[config.mk]
export PLATFORM = sky130hd
export DESIGN_NAME = trs_cordic
export DESIGN_NICKNAME = d
export VERILOG_FILES = /design/src/sv/trs_pkg.sv /design/src/sv/trs_cordic.sv
export SDC_FILE = /design/constraint.sdc
export NUM_CORES = 2
export LEC_CHECK = 0
export ABC_CLOCK_PERIOD_IN_PS = 17200
export BUFFER_PORTS_ARGS = -buffer_cell sky130_fd_sc_hd__buf_4
export CORE_ASPECT_RATIO = 0.8
export CORE_MARGIN = 2
export CORE_UTILIZATION = 35
export DETAILED_ROUTE_END_ITERATION = 10
export PLACE_DENSITY = 0.5
export SETUP_SLACK_MARGIN = 0.3
export SKIP_LAST_GASP = 1
export SYNTH_ARGS = -nofsm -noshare
export SYNTH_HDL_FRONTEND = slang
export SYNTH_SLANG_ARGS = --single-unit
[constraint.sdc]
create_clock -name i_clk -period 17.2 [get_ports i_clk]
set_input_delay 0.86 -clock i_clk [delete_from_list [all_inputs] [get_ports i_clk]]
set_output_delay 0.86 -clock i_clk [all_outputs]
set_load 0.02 [all_outputs]
[src/sv/trs_pkg.sv]
// ----------------------------------------------------------------------------
// trs_pkg: shared types, constants and helpers for the TRS model matrix block
// Q30 trig values, CORDIC arctangent table, fixed-point helpers.
// ----------------------------------------------------------------------------
`default_nettype none
package trs_pkg;
    localparam int FRACTION_BITS = 16;
    localparam int CORDIC_STEPS = 16;
    localparam int STEPS_PER_STAGE = 4;
    localparam int CORDIC_STAGES = CORDIC_STEPS / STEPS_PER_STAGE;
    localparam int QW = 34;      // Q30 trig / rotation value width
    localparam int ZW = 20;      // Q16 angle accumulator width
    localparam logic signed [QW-1:0] CORDIC_K = QW'(652032874);
    localparam logic signed [ZW-1:0] PI_Q16 = ZW'(205887);
    localparam logic signed [ZW-1:0] HALF_PI_Q16 = ZW'(102944);
    localparam logic [1:0] ROW_LAST = 2'd3;
    localparam logic [31:0] ONE_FIX = 32'(1) << FRACTION_BITS;

    typedef logic signed [QW-1:0] t_q30;
    typedef logic signed [ZW-1:0] t_zq;
    typedef logic signed [31:0] t_fix;

    typedef struct packed {
        t_fix tx;
        t_fix ty;
        t_fix tz;
        t_fix sx;
        t_fix sy;
        t_fix sz;
    } t_side;

    typedef struct packed {
        t_fix c0;
        t_fix c1;
        t_fix c2;
        t_fix c3;
    } t_row;

    function automatic t_zq atan_q16(input int idx);
        t_zq v;
        case (idx)
            0: v = ZW'(51472);
            1: v = ZW'(30386);
            2: v = ZW'(16055);
            3: v = ZW'(8150);
            4: v = ZW'(4091);
            5: v = ZW'(2047);
            6: v = ZW'(1024);
            7: v = ZW'(512);
            8: v = ZW'(256);
            9: v = ZW'(128);
            10: v = ZW'(64);
            11: v = ZW'(32);
            12: v = ZW'(16);
            13: v = ZW'(8);
            14: v = ZW'(4);
            15: v = ZW'(2);
            default: v = '0;
        endcase
        return v;
    endfunction

    // floor((a*b) / 2^30)
    function automatic t_q30 mul30(input t_q30 a, input t_q30 b);
        logic signed [2*QW-1:0] p;
        p = (2*QW)'(a) * (2*QW)'(b);
        return p[QW+29:30];
    endfunction
endpackage
`default_nettype wire

[src/sv/trs_cordic.sv]
// ----------------------------------------------------------------------------
// trs_cordic: pipelined sine/cosine lane
// Quadrant fold, then four register stages of four rotation steps each.
// ----------------------------------------------------------------------------
`default_nettype none
module trs_cordic (
    input  wire logic                 i_clk,
    input  wire logic                 i_en,
    input  wire logic signed [15:0]   i_angle,
    output trs_pkg::t_q30             o_cos,
    output trs_pkg::t_q30             o_sin
);
    localparam int NS = trs_pkg::CORDIC_STAGES;
    localparam int SP = trs_pkg::STEPS_PER_STAGE;

    trs_pkg::t_q30 r_x [0:NS];
    trs_pkg::t_q30 r_y [0:NS];
    trs_pkg::t_zq  r_z [0:NS-1];
    logic          r_flip [0:NS-1];
    trs_pkg::t_zq  n_z0;
    logic          n_flip0;
    trs_pkg::t_q30 n_x [1:NS];
    trs_pkg::t_q30 n_y [1:NS];
    trs_pkg::t_zq  n_z [1:NS-1];

    always_comb begin
        trs_pkg::t_zq za;
        za = trs_pkg::t_zq'(i_angle) <<< 3;
        n_z0 = za;
        n_flip0 = 1'b0;
        if (za > trs_pkg::HALF_PI_Q16) begin
            n_z0 = za - trs_pkg::PI_Q16;
            n_flip0 = 1'b1;
        end else if (za < -trs_pkg::HALF_PI_Q16) begin
            n_z0 = za + trs_pkg::PI_Q16;
            n_flip0 = 1'b1;
        end
    end

    always_comb begin
        trs_pkg::t_q30 x, y, dx, dy;
        trs_pkg::t_zq z;
        for (int s = 1; s <= NS; s++) begin
            x = r_x[s-1];
            y = r_y[s-1];
            z = r_z[s-1];
            for (int k = 0; k < SP; k++) begin
                dx = y >>> ((s - 1) * SP + k);
                dy = x >>> ((s - 1) * SP + k);
                if (z >= 0) begin
                    x = x - dx;
                    y = y + dy;
                    z = z - trs_pkg::atan_q16((s - 1) * SP + k);
                end else begin
                    x = x + dx;
                    y = y - dy;
                    z = z + trs_pkg::atan_q16((s - 1) * SP + k);
                end
            end
            // fold back the half turn on the final stage
            if (s == NS && r_flip[s-1]) begin
                x = -x;
                y = -y;
            end
            n_x[s] = x;
            n_y[s] = y;
            if (s < NS) begin
                n_z[s] = z;
            end
        end
    end

    always_ff @(posedge i_clk) begin
        if (i_en) begin
            r_x[0] <= trs_pkg::CORDIC_K;
            r_y[0] <= '0;
            r_z[0] <= n_z0;
            r_flip[0] <= n_flip0;
            for (int s = 1; s <= NS; s++) begin
                r_x[s] <= n_x[s];
                r_y[s] <= n_y[s];
                if (s < NS) begin
                    r_z[s] <= n_z[s];
                    r_flip[s] <= r_flip[s-1];
                end
            end
        end
    end

    assign o_cos = r_x[NS];
    assign o_sin = r_y[NS];
endmodule
`default_nettype wire

* Yosys cells after proc, flatten, opt, wreduce, memory -nomap -nowiden
Memory sizes are Yosys's and may differ from the RTL's. Cells that the tools add are included.
Cells by class: multiplexer cells 85, add/sub/neg operators 97, magnitude comparators 18
Operators by type and width (count):
- 2-to-1 mux 34 bit | 34
- 2-to-1 mux 20 bit | 47
- greater-or-equal comparator 20 x 1 -> 1 bit, second input constant | 16
- adder 20 bit | 15
- subtractor 20 bit | 15
- adder 34 x 19 -> 34 bit | 2
- adder 34 x 20 -> 34 bit | 2
- adder 34 x 21 -> 34 bit | 2
- adder 34 x 22 -> 34 bit | 2
- adder 34 x 23 -> 34 bit | 2
- adder 34 x 24 -> 34 bit | 2
- adder 34 x 25 -> 34 bit | 2
- adder 34 x 26 -> 34 bit | 2
- adder 34 x 27 -> 34 bit | 2
- adder 34 x 28 -> 34 bit | 2
- adder 34 x 29 -> 34 bit | 2
- adder 34 x 30 -> 34 bit | 2
- adder 34 x 31 -> 34 bit | 2
- adder 34 x 32 -> 34 bit | 2
- adder 34 x 33 -> 34 bit | 2
- negator 34 bit | 2
- subtractor 34 x 19 -> 34 bit | 2
- subtractor 34 x 20 -> 34 bit | 2
- subtractor 34 x 21 -> 34 bit | 2
- 19 further kinds | 35
Storage, ports and cells: memories kept 4, bits in writable memories 424, output and inout port bits 68, word-level logic and storage cells 204, input bits 18, register bits 0
Memory list:
- r_x | words 5, bits a word 34, read ports 5, clocked after Yosys merged registers in 0, write ports 5, line trs_cordic.sv:16 | trs_pkg::t_q30 r_x [0:NS];
- r_y | words 5, bits a word 34, read ports 5, clocked after Yosys merged registers in 0, write ports 5, line trs_cordic.sv:17 | trs_pkg::t_q30 r_y [0:NS];
- r_z | words 4, bits a word 20, read ports 4, clocked after Yosys merged registers in 0, write ports 4, line trs_cordic.sv:18 | trs_pkg::t_zq r_z [0:NS-1];
- r_flip | words 4, bits a word 1, read ports 4, clocked after Yosys merged registers in 0, write ports 4, line trs_cordic.sv:19 | logic r_flip [0:NS-1];

* Longest topological paths before layout
depth in word-level cells 16, depth in mapped cells 74, mapped depth without buffers 71

* Worst setup path after synthesis
No wires, ideal clock.
path type flip-flop to flip-flop, start memory r_z[3][3] (netlist bit), end memory r_x[0][169] (netlist bit) (data pin), arrival 15.646 ns, slack 1.297 ns, stages on the path, launching flop included 70, data required time 16.942 ns, cell sequence edfxtp_1 -> nor4_1 -> nand4_1 -> o31a_1 -> inv_1 -> clkbuf_1 -> buf_1 -> ha_1 -> a21o_1 -> a21oi_1 -> o21ai_0 -> o311ai_0 -> a31oi_1 -> and4_1 -> a2111oi_0 -> o21bai_1 -> xnor2_1 -> clkinv_1 -> (+34 left out) -> a21oi_1 -> ha_1 -> a21o_1 -> a21oi_1 -> nor2b_1 -> nor2_1 -> o21ai_0 -> a21o_1 -> a31oi_1 -> xnor2_1 -> or4b_2 -> or2_2 -> or4_1 -> or3_1 -> o31ai_1 -> xor2_1 -> xnor2_1 -> xnor2_1
RTL lines (line):
- start: declaration | trs_cordic.sv:18
- end: declaration | trs_cordic.sv:16

==> out/metrics.cfg <==
[clock_network]
clockBufferDepth=3
ctsHtreeMaxLevel=2
cts.sinks=354
path_clk_slew_ns=0.06
cts_tree=done
cts_buffers=44
root_buffer=clkbuf_16
insertion_delay_ns=0.70

[global_routing]
grt_overflow_total=0
grt_pass1_wl_um=424000
antenna_found_initial=10
use_met2_pct=33.5
grt_use_met1_pct=34.7
grt_use_total_pct=22.4
grt_max_degree=145
grt_busiest_layer=met1
grt_pass1_vias=72700
use_met3_pct=2.40

[outcome]
run_status=complete, no violations

[sta]
fin_crit_ns=16.07
skew_ns=0.0646
fin_ws_ns=1.13
relSlewSlack_pct=25.6
worst_hold_slack_ns=0.420
fmax_ghz=0.0622
hold_violations=0
rsz0062_at_grt=yes
setup_violations=0
post-route-period-util_pct=93.4
worstMarginPinSlew_ns=1.09
slew_viol_final=0

[drt]
dr.pass1.iters=6
wire_per_inst_um=20.1
via_per_inst=5.70
remaining_drc_errors=0
ant_nets=0
drt_iter0_drc=6795
num_vias=78000
routed_wirelength_um=275000

[setup_path]
reg2regPathDepth=65
reg2reg_setup_slack_ns=1.13
critPathArrivalTime_ns=16.51
cp_max_fo=6
setup.worst_path.end=r_x[0][169]$_DFFE_PP_
crit_path_top_delay_cell=or4b_2
r2r_end=r_x[0][169]$_DFFE_PP_
worstSetupStartpoint=r_x[0][121]$_DFFE_PP_
crit_required_ns=17.64
max_stage_delay_ns=0.64
reg2reg_from=r_x[0][121]$_DFFE_PP_
cp-end-kind=register
path_class=register to register
start_kind=register
crit_top_cell=a21oi_1

[synthesis]
synth_area_leaders=ha_1, edfxtp_1, xnor2_1
synth-main-ff-cell=edfxtp_1
synth-seq-cells=354
synthCells=10500
synth_most_common_cell=ha_1
yosysTopAreaCellShare_pct=17.9
yosysUniqueCellTypes=100
yosys.area.top_type=ha_1
netlist_area_um2=81100
synth_edf_count=354
async_reset_ff_share_pct=0
syn-num-nets=11700
yosysWarnings=0
synth_area_per_cell_um2=7.71
synth_commonest_cells=ha_1, xnor2_1, a21oi_1
synth_seq_area_share_pct=13.1

[finish]
final_util_pct=38.2
filler_cell_count=23800
areaGrowthSynthToFinish_pct=8.79
drive_gt1_share_pct=6.46
layout.nets=11800

[placed_design]
portBuffers=85
hpwlAfterDp_um=232000
pre_cts_slack_ns=-0.0638
gp_congestion=0.928

[floorplan]
core_area_um2=231000
initial_core_util_pct=35.1
die_h_um=435
rows=158
io_pins=86
die-area_um2=236000
die_w_um=542

[run]
max_cap_violations=0

[hold_path]
hp-class=register to register

-- final cells by class --
type	instances	area, um2	share of cell area [%]
clock inverters	35	465	0.527
well taps	3040	3800	4.31
multi-input cells	9283	67500	76.5
clock buffers	46	1110	1.26
repair buffers	309	2380	2.70
inverters	616	2330	2.64
diodes	1	2.50	0.00284
flip-flops and latches	354	10600	12.0
-- worst max-delay path, delay by kind of cell (launching register included) --
family	cells	cell delay, ns
and+or+nand+nor	18	5.62
xor gates and xnor gates	9	1.55
muxes	1	0.38
AOI/OAI and AO/OA	30	6.12
adders and majority gates	4	1.31
DFF	1	0.43
buffers and inverters	3	0.45
-- sequential cells by signal (all words and copies together), names as in the netlist --
name,flops
r_flip,3
r_x,136
r_y,136
r_z,79
-- metal layers --
layer,up-vias,wire [um]
li1,38700,-
met2,1914,112000
met3,207,14600
met1,37100,144000
met4,12,3950
met5,-,81
-- cell usage in the layout, fill, tap and decap left out, types with 188 or more instances in the layout --
cell type,netlist,routed
nor3_1,215,208
a21o_1,399,399
nand2_1,655,654
a21oi_1,1044,1031
o21a_1,188,188
inv_1,606,599
o21ai_0,729,719
edfxtp_1,354,354
nor2_1,857,853
xor2_1,519,518
xnor2_1,1062,1057
ha_1,1158,1155
buf_4,70,300
nand3_1,200,200
-- worst min-delay path by stage --
stage                     slack, ns                   to                 from  cells past startpoint
after floorplan                0.40  r_flip[2]$_DFFE_PP_  r_flip[1]$_DFFE_PP_                      0
after global placement         0.41  r_flip[3]$_DFFE_PP_  r_flip[2]$_DFFE_PP_                      0
after detailed placement       0.41  r_flip[3]$_DFFE_PP_  r_flip[2]$_DFFE_PP_                      0
after CTS                      0.42  r_flip[3]$_DFFE_PP_  r_flip[2]$_DFFE_PP_                      0
after global routing           0.45  r_flip[3]$_DFFE_PP_  r_flip[2]$_DFFE_PP_                      0
final                          0.42  r_flip[3]$_DFFE_PP_  r_flip[2]$_DFFE_PP_                      0
-- metrics by stage --
step	TNS, ns	instance area [um2]	std cells
2_1_floorplan	0	81100	10500
4_1_cts	0	87500	13700
6_report	0	88300	13700
5_1_grt	0	88300	13700
3_5_place_dp	-0.0638	85900	13600
3_3_place_gp	-0.0953	85900	13600
-- what timing repair did --
| item | CTS | global route |
|---|---|---|
| pin swaps | 0 | 18 |
| buffers inserted | 0 | 20 |
| resized for setup | 8 | 135 |
| hold buffers | 0 | 0 |
| setup endpoints to repair | 3 | 63 |
| gates cloned | 0 | 0 |
-- cell families after synthesis --
kind of cell    share of synthesized area [%]
buf+inv                                  4.45
flops                                    13.1
simple gates                             17.9
mux                                      1.33
compound gates                           27.1
fa+ha+maj                                18.8
xor+xnor                                 17.3
Power is left out: the tool's default activity adds up to more than one toggle a clock period on the data nets, which glitch-free logic cannot reach.
