## config.mk

```make
export PLATFORM = sky130hd
export DESIGN_NAME = trs_ser
export DESIGN_NICKNAME = d
export VERILOG_FILES = /design/src/sv/trs_pkg.sv /design/src/sv/trs_ser.sv
export SDC_FILE = /design/constraint.sdc
export NUM_CORES = 1
export LEC_CHECK = 0
export BUFFER_PORTS_ARGS = -buffer_cell sky130_fd_sc_hd__clkbuf_2
export CAP_MARGIN = 25
export CORE_AREA = 3 3 240 242
export CTS_CLUSTER_SIZE = 16
export DETAILED_ROUTE_END_ITERATION = 8
export DIE_AREA = 0 0 243 245
export PLACE_DENSITY = 0.51
export SETUP_SLACK_MARGIN = 0.15
export SYNTH_ARGS = -nofsm -noshare
export SYNTH_HDL_FRONTEND = slang
export SYNTH_SLANG_ARGS = --single-unit
```

## constraint.sdc

```tcl
create_clock -name i_clk -period 21 [get_ports i_clk]
set_clock_uncertainty 0.15 [all_clocks]
set_input_delay 4.2 -clock i_clk [delete_from_list [all_inputs] [get_ports i_clk]]
set_output_delay 4.2 -clock i_clk [all_outputs]
set_load 0.005 [all_outputs]
```

## src/sv/trs_pkg.sv

```systemverilog
// ----------------------------------------------------------------------------
// trs_pkg: shared types, constants and helpers for the TRS model matrix block
// Q30 trig values, CORDIC arctangent table, fixed-point helpers.
// ----------------------------------------------------------------------------
`default_nettype none
package trs_pkg;
    localparam int FRACTION_BITS = 16;
    localparam int CORDIC_STEPS = 16;
    localparam int STEPS_PER_STAGE = 4;
    localparam int CORDIC_STAGES = CORDIC_STEPS / STEPS_PER_STAGE;
    localparam int QW = 34;      // Q30 trig / rotation value width
    localparam int ZW = 20;      // Q16 angle accumulator width
    localparam logic signed [QW-1:0] CORDIC_K = QW'(652032874);
    localparam logic signed [ZW-1:0] PI_Q16 = ZW'(205887);
    localparam logic signed [ZW-1:0] HALF_PI_Q16 = ZW'(102944);
    localparam logic [1:0] ROW_LAST = 2'd3;
    localparam logic [31:0] ONE_FIX = 32'(1) << FRACTION_BITS;

    typedef logic signed [QW-1:0] t_q30;
    typedef logic signed [ZW-1:0] t_zq;
    typedef logic signed [31:0] t_fix;

    typedef struct packed {
        t_fix tx;
        t_fix ty;
        t_fix tz;
        t_fix sx;
        t_fix sy;
        t_fix sz;
    } t_side;

    typedef struct packed {
        t_fix c0;
        t_fix c1;
        t_fix c2;
        t_fix c3;
    } t_row;

    function automatic t_zq atan_q16(input int idx);
        t_zq v;
        case (idx)
            0: v = ZW'(51472);
            1: v = ZW'(30386);
            2: v = ZW'(16055);
            3: v = ZW'(8150);
            4: v = ZW'(4091);
            5: v = ZW'(2047);
            6: v = ZW'(1024);
            7: v = ZW'(512);
            8: v = ZW'(256);
            9: v = ZW'(128);
            10: v = ZW'(64);
            11: v = ZW'(32);
            12: v = ZW'(16);
            13: v = ZW'(8);
            14: v = ZW'(4);
            15: v = ZW'(2);
            default: v = '0;
        endcase
        return v;
    endfunction

    // floor((a*b) / 2^30)
    function automatic t_q30 mul30(input t_q30 a, input t_q30 b);
        logic signed [2*QW-1:0] p;
        p = (2*QW)'(a) * (2*QW)'(b);
        return p[QW+29:30];
    endfunction
endpackage
`default_nettype wire

```

## src/sv/trs_ser.sv

```systemverilog
// ----------------------------------------------------------------------------
// trs_ser: row serializer
// Holds one finished matrix and sends it as four row transfers.
// ----------------------------------------------------------------------------
`default_nettype none
module trs_ser (
    input  wire logic              i_clk,
    input  wire logic              i_rst_n,
    input  wire logic              i_valid,
    input  wire trs_pkg::t_side    i_side,
    input  wire trs_pkg::t_fix     i_m [0:8],
    output logic                   o_en,
    output logic                   o_m_tvalid,
    input  wire logic              i_m_tready,
    output logic [127:0]           o_m_tdata,
    output logic [1:0]             o_m_tuser,
    output logic                   o_m_tlast
);
    logic          r_busy;
    logic [1:0]    r_row;
    trs_pkg::t_row r_rows [0:2];
    logic          w_acc, w_load;
    trs_pkg::t_row w_out;

    assign w_acc = r_busy && i_m_tready;
    assign w_load = i_valid && (!r_busy || (w_acc && r_row == trs_pkg::ROW_LAST));
    assign o_en = !i_valid || w_load;

    always_ff @(posedge i_clk) begin
        if (!i_rst_n) begin
            r_busy <= 1'b0;
            r_row <= '0;
        end else if (w_load) begin
            r_busy <= 1'b1;
            r_row <= '0;
        end else if (w_acc) begin
            r_busy <= r_row != trs_pkg::ROW_LAST;
            r_row <= r_row + 2'd1;
        end
    end

    always_ff @(posedge i_clk) begin
        if (w_load) begin
            r_rows[0] <= '{i_m[0], i_m[1], i_m[2], i_side.tx};
            r_rows[1] <= '{i_m[3], i_m[4], i_m[5], i_side.ty};
            r_rows[2] <= '{i_m[6], i_m[7], i_m[8], i_side.tz};
        end
    end

    always_comb begin
        case (r_row)
            2'd0: w_out = r_rows[0];
            2'd1: w_out = r_rows[1];
            2'd2: w_out = r_rows[2];
            default: w_out = '{32'd0, 32'd0, 32'd0, trs_pkg::ONE_FIX};
        endcase
    end

    assign o_m_tvalid = r_busy;
    assign o_m_tdata = {w_out.c3, w_out.c2, w_out.c1, w_out.c0};
    assign o_m_tuser = r_row;
    assign o_m_tlast = r_row == trs_pkg::ROW_LAST;

    a_next_row: assert property (@(posedge i_clk) disable iff (!i_rst_n)
        w_acc && r_row != trs_pkg::ROW_LAST |=> r_busy && r_row == $past(r_row) + 2'd1)
        else $error("row sequence broken");
    a_hold_last: assert property (@(posedge i_clk) disable iff (!i_rst_n)
        r_busy && r_row == trs_pkg::ROW_LAST && !i_m_tready |=>
        r_busy && r_row == trs_pkg::ROW_LAST)
        else $error("last row dropped");
    a_no_load_busy: assert property (@(posedge i_clk) disable iff (!i_rst_n)
        w_load && r_busy |-> w_acc && o_m_tlast)
        else $error("matrix overwritten before sent");
endmodule
`default_nettype wire

```

# Word level (Yosys, flattened, before mapping)
# Memories as Yosys holds them, arrays and structs flattened.
# Index checks and enable logic that the tools add are counted.
# W data, S select, Z words.
[op_classes]
add_sub_neg = 1
n_mul = 0
div = 0
order_cmp = 0
n_eq_ne = 4
n_shift = 0
mux = 5
bitwise_logic = 1
reduce_logical = 10
[op_table]
columns = ["op", "count"]
rows = [
  ["$pmux W128 S3", 1],
  ["$eq A2 B2 Y1 const B", 2],
  ["$mux W1", 4],
  ["$logic_and A1 B1 Y1", 3],
  ["$add A2 B1 Y2 const B", 1],
  ["$eq A2 B1 Y1 const B", 1],
  ["$logic_not A1 Y1", 2],
  ["$logic_not A2 Y1", 1],
  ["$logic_or A1 B1 Y1", 2],
  ["$ne A2 B2 Y1 const B", 1],
  ["$reduce_bool A2 Y1", 1],
  ["$reduce_or A2 Y1", 1],
  ["$not A1 Y1", 1],
]
[totals]
register_bits = 3
latchBits = 0
ram_bits = 384
mem_bits_ro = 0
inputBits = 484
out_inout_bits = 133
wordCells = 24
n_memories = 1
[memory_table]
columns = ["name", "depth", "width", "rd", "rd_ports_with_merged_regs", "write_ports", "line_no", "text"]
rows = [
  ["r_rows", 3, 128, 3, 0, 3, "trs_ser.sv:21", "trs_pkg::t_row r_rows [0:2];"],
]

# Logic depth before layout (Yosys ltp)
[logic_depth]
word_depth = 6
mapped_depth = 6
depth_no_buf = 4

# Least setup slack after synthesis
# No wires, ideal clock.
[synth_path]
kind = "input -> register"
start = "input i_m_tready"
end = "memory r_rows[0][0] in the netlist's numbering, enable pin"
setup_ns = 0.794
arrival_ns = 12.979
required_time_ns = 20.056
slack_ns = 7.077
cell_stages = 2
n_path_buf = 0
cell_sequence = "a21bo_1 -> and2_1"
[synth_lines]
columns = ["item", "line_no", "text"]
rows = [
  ["start, declared", "trs_ser.sv:14", "input wire logic i_m_tready,"],
  ["end, declared", "trs_ser.sv:21", ""],
]

# Final worst setup path
[layout_path]
start = "input i_m_tready"
end = "output o_en"
[layout_via]
elab_chain_cells = 5
[layout_lines]
columns = ["item", "line_no", "text"]
rows = [
  ["$logic_and A1 B1 Y1", "trs_ser.sv:25", "assign w_acc = r_busy && i_m_tready;"],
  ["$logic_and A1 B1 Y1", "trs_ser.sv:26", "assign w_load = i_valid && (!r_busy || (w_acc && r_row == trs_pkg::ROW_LAST));"],
  ["$logic_or A1 B1 Y1", "trs_ser.sv:26", ""],
  ["$logic_and A1 B1 Y1", "trs_ser.sv:26", ""],
  ["$logic_or A1 B1 Y1", "trs_ser.sv:27", "assign o_en = !i_valid || w_load;"],
  ["end, declared", "trs_ser.sv:12", "output logic o_en,"],
]
# Every way passes these cells.

==> run summary <==
The depth of the worst register-to-register path came out at 5. The parity-gate share of the synthesized area counting xor and xnor cells came out at 0. The data arrival at the endpoint of the critical path is 4860 ps. The worst-case IR drop observed on VDD is 66.45 uV. The accumulated negative setup slack is 0 ps. The arithmetic-cell share of the synthesized area counting full adders, half adders and majority gates is 0.004510. The aggregate global-route resource usage came out at 0.1324. The longest clock path from root to sink contains 3 buffers.

In this design, the critical path's most frequently occurring cell is clkbuf_2. The synthesis warning total is 0. The post-synthesis cell type count came out at 21. For flop-to-flop paths, the worst setup slack is 17,000 ps. The final number of max-transition violations was 0. The area fraction in compound gates after synthesis is 0.09705. The die footprint is 59,540 um^2.

The worst-margin pin slew came out at 1051 ps. The number of setup violations in the final report came out at 0. The synthesized-area fraction occupied by and/or/nand/nor cells is 0.03626. The cell row count came out at 86. The required time of the critical path is 16,650 ps.

The kind of end point of the critical path is an output pin. The ratio of routed vias to standard cells is 4.502. The endpoint identified for the worst register-to-register timing path is r_rows[0][345].

Counting every net in the synthesized netlist gives 1,208. For this block, the via count after detailed routing is 9,086. The initial antenna violation count came to 2. The HPWL after detailed placement is 27,280 um. Buffers inserted to repair hold after CTS numbered 0. The mean instance size in the synthesized netlist is 19.29 um^2. The post-synthesis sequential element count came out at 387. The number of instances in the placed design came out at 1,941.

The slowest stage of the critical path is the a21boi_0 cell. The worst register-to-register path begins at o_m_tuser[0]. The area overhead of the layout relative to synthesis came out at 33.59%.

The path with the worst hold slack has its endpoint at o_m_tuser[1]. Counting instances, the worst hold path has a depth of 2. The fraction of the yosys area taken by sequential cells is 0.8356. The type of the worst setup path is primary input to output pin. The number of primary I/O pins came out at 617. The hold slack came out at 423.6 ps. The via count of the first global-routing pass is 9,673. The maximum clock frequency came out at 108.6 MHz. Clock tree synthesis found a total of 387 sinks.

The layout has 5,521 filler cells. The quantity of I/O buffers inserted on ports is 520. The net total in the final layout is 1,728. The chip height is 245 um. Dividing the detail-routed wire length by the instance count gives 20.18 um.

By area, the combinational part of the netlist is dominated by compound AO/OA/AOI/OAI gates. The tree is rooted in a clkbuf_16. The fraction of final layout cells with drive strength greater than 1 came out at 0.4673. The clock latency of the later-clocked register in the worst-skew pair is 550 ps.

Once the clock tree was built, the setup fixing pass inserted 0 buffers. The count of endpoints failing hold in the final timing report is 0. The tightest min-delay check is of the flop to flop type. The startpoint identified for the worst hold timing path is o_m_tvalid. The largest net degree at the start of global routing came out at 172. The global-route wire length before repair came out at 59,690 um.

The flow ran to the end, and the final reports show no timing, DRC or antenna violations. The total overflow reported by the global router came out at 0. The die is 243 um wide.

The number of buffers inserted during clock tree synthesis is 43. The stage delay of the slowest cell on the critical path came out at 260 ps. The number of DRC markers after the initial detailed-route iteration came out at 819. The minimum period implied by the final worst setup slack came out at 9209 ps. The total of max-cap violations is 0. The cell area after synthesis is 13,870 um^2. The total iterations of the first detailed-routing run is 7. Dividing total power by cell area gives a power density of 93.85 nW/um^2.

Power comes to 1739 uW. The number of DRC violations after detailed routing is 0. The initial utilization of the core area, before any placement, comes to 0.2508. The area of the core is 55,310 um^2.

Of the post-synthesis cell area, the part taken by muxes is 0. The buffer and inverter count on the worst path came out at 2. The largest fanout on the critical path is 6. Grouping stages by cell kind, the critical path spends the most delay in buffers and inverters. The category of the worst setup path launch point is a primary input.

The number of instances resized during post-cts repair came out at 0. Setup repair after global routing left no endpoint under its margin. The relative slew slack came out at 0.2994. The clock-pin slew on the worst setup and hold paths came out at 60 ps. The portion of the clock cycle consumed by the worst path in the final layout is 0.4385.

The clock tree from TritonCTS is built. The gate count after technology mapping is 719. The final non-filler cell total came out at 2,018. The detail route stage leaves a number of antenna-violating nets equal to 0. The H-tree was split into 2 levels.

In this run the static leakage power is 0.007230 uW. The critical path goes through clkbuf_2 > a21boi_0 > nand2_1 > clkbuf_2. The routed design has 40,710 um of wire. The final estimated routing congestion in global placement came out at 0.8622.
==> cells in the mapped netlist <==
master,number,area [um^2]
edfxtp_1,384,11530
a222oi_1,127,1271
nor2_1,127,476.7
buf_2,31,155.2
buf_6,14,157.7
clkbuf_1,10,37.54
ha_1,5,62.56
dfxtp_1,3,60.06
inv_1,3,11.26
a21bo_2,2,20.02
a221oi_1,2,17.52
nand2_1,2,7.510
a21bo_1,1,10.01
a21boi_0,1,7.510
a21oi_1,1,5.000
a22oi_1,1,7.510
and2_1,1,6.260
buf_4,1,7.510
nand3_1,1,5.000
nand3b_1,1,7.510
o21a_1,1,7.510
==> worst max-delay path by stage <==
stage	from	to	slack [ps]	cells after the start
6_report	i_m_tready	o_en	11790	4
5_1_grt	i_m_tready	o_en	11680	4
4_1_cts	i_m_tready	o_en	11780	4
3_5_place_dp	i_m_tready	o_en	11790	4
3_3_place_gp	i_m_tready	o_en	11800	4
2_1_floorplan	i_m_tready	r_rows[0][0]	7080	2
==> worst reg2reg max path: stages (launching register included) <==
cell,delay [ps]
dfxtp_1,540
ha_1,250
a21bo_1,160
and2_4,660
buf_4,890
buf_12,640
==> flip-flops by register name, indices dropped and copies added, names as in the netlist <==
name and cells:
o_m_tuser 2, o_m_tvalid 1, r_rows 384
==> metal layers <==
layer,global-route usage,vias up,routed length [um]
li1,-,4101,-
met1,0.1479,4430,14530
met2,0.2281,478,20400
met3,0.04949,75,4419
met4,0.05518,2,1356
met5,0,-,9
==> stage by stage <==
step           setup slack, ps  area (um^2)    util
2_1_floorplan             7077        13870       -
3_3_place_gp             11800        17190  0.3109
3_5_place_dp             11790        17190  0.3109
4_1_cts                  11780        18500  0.3345
5_1_grt                  11680        18530  0.3351
6_report                 11790        18530  0.3351
==> cell type report <==
| cell class | count | area [um^2] | area share |
|---|---|---|---|
| Sequential cell | 387 | 11590 | 0.6255 |
| Timing Repair Buffer | 531 | 2718 | 0.1466 |
| Multi-Input combinational cell | 273 | 1964 | 0.1060 |
| Clock buffer | 53 | 1156 | 0.06239 |
| Tap cell | 748 | 935.9 | 0.05050 |
| Clock inverter | 22 | 152.6 | 0.008237 |
| Inverter | 3 | 11.26 | 0.0006077 |
| Antenna cell | 1 | 2.502 | 0.0001350 |
==> placed cells by master (no fill, tap or decap), types with 2 or more instances in the layout <==
cell,netlist,layout
ha_4,0,4
nand2_1,2,2
clkbuf_16,0,45
buf_4,1,9
a21bo_2,2,2
clkinv_1,0,12
clkinv_2,0,6
a222oi_1,127,127
bufinv_16,0,2
inv_1,3,3
a221oi_1,2,2
clkbuf_2,0,520
clkinv_4,0,2
edfxtp_1,384,384
clkbuf_1,10,8
nor2_1,127,127
dfxtp_1,3,3
==> kinds of logic (layout without fill, tap and decap cells) <==
group                      after synthesis  after routing
DFF                                    387            387
AOI/OAI and AO/OA                      136            136
adders and majority gates                5              5
other                                    0              1
buffers and inverters                   59            609
and+or+nand+nor                        132            132
==> report_power, final <==
group	leakage, uW	switching (uW)	total [uW]	internal [uW]
logic	0.00291	65.7	124	58.7
clock network	0.000643	288	701	412
registers	0.00368	12.0	914	902
total	0.00723	366	1740	1370
(Power assumes the default switching activity.)
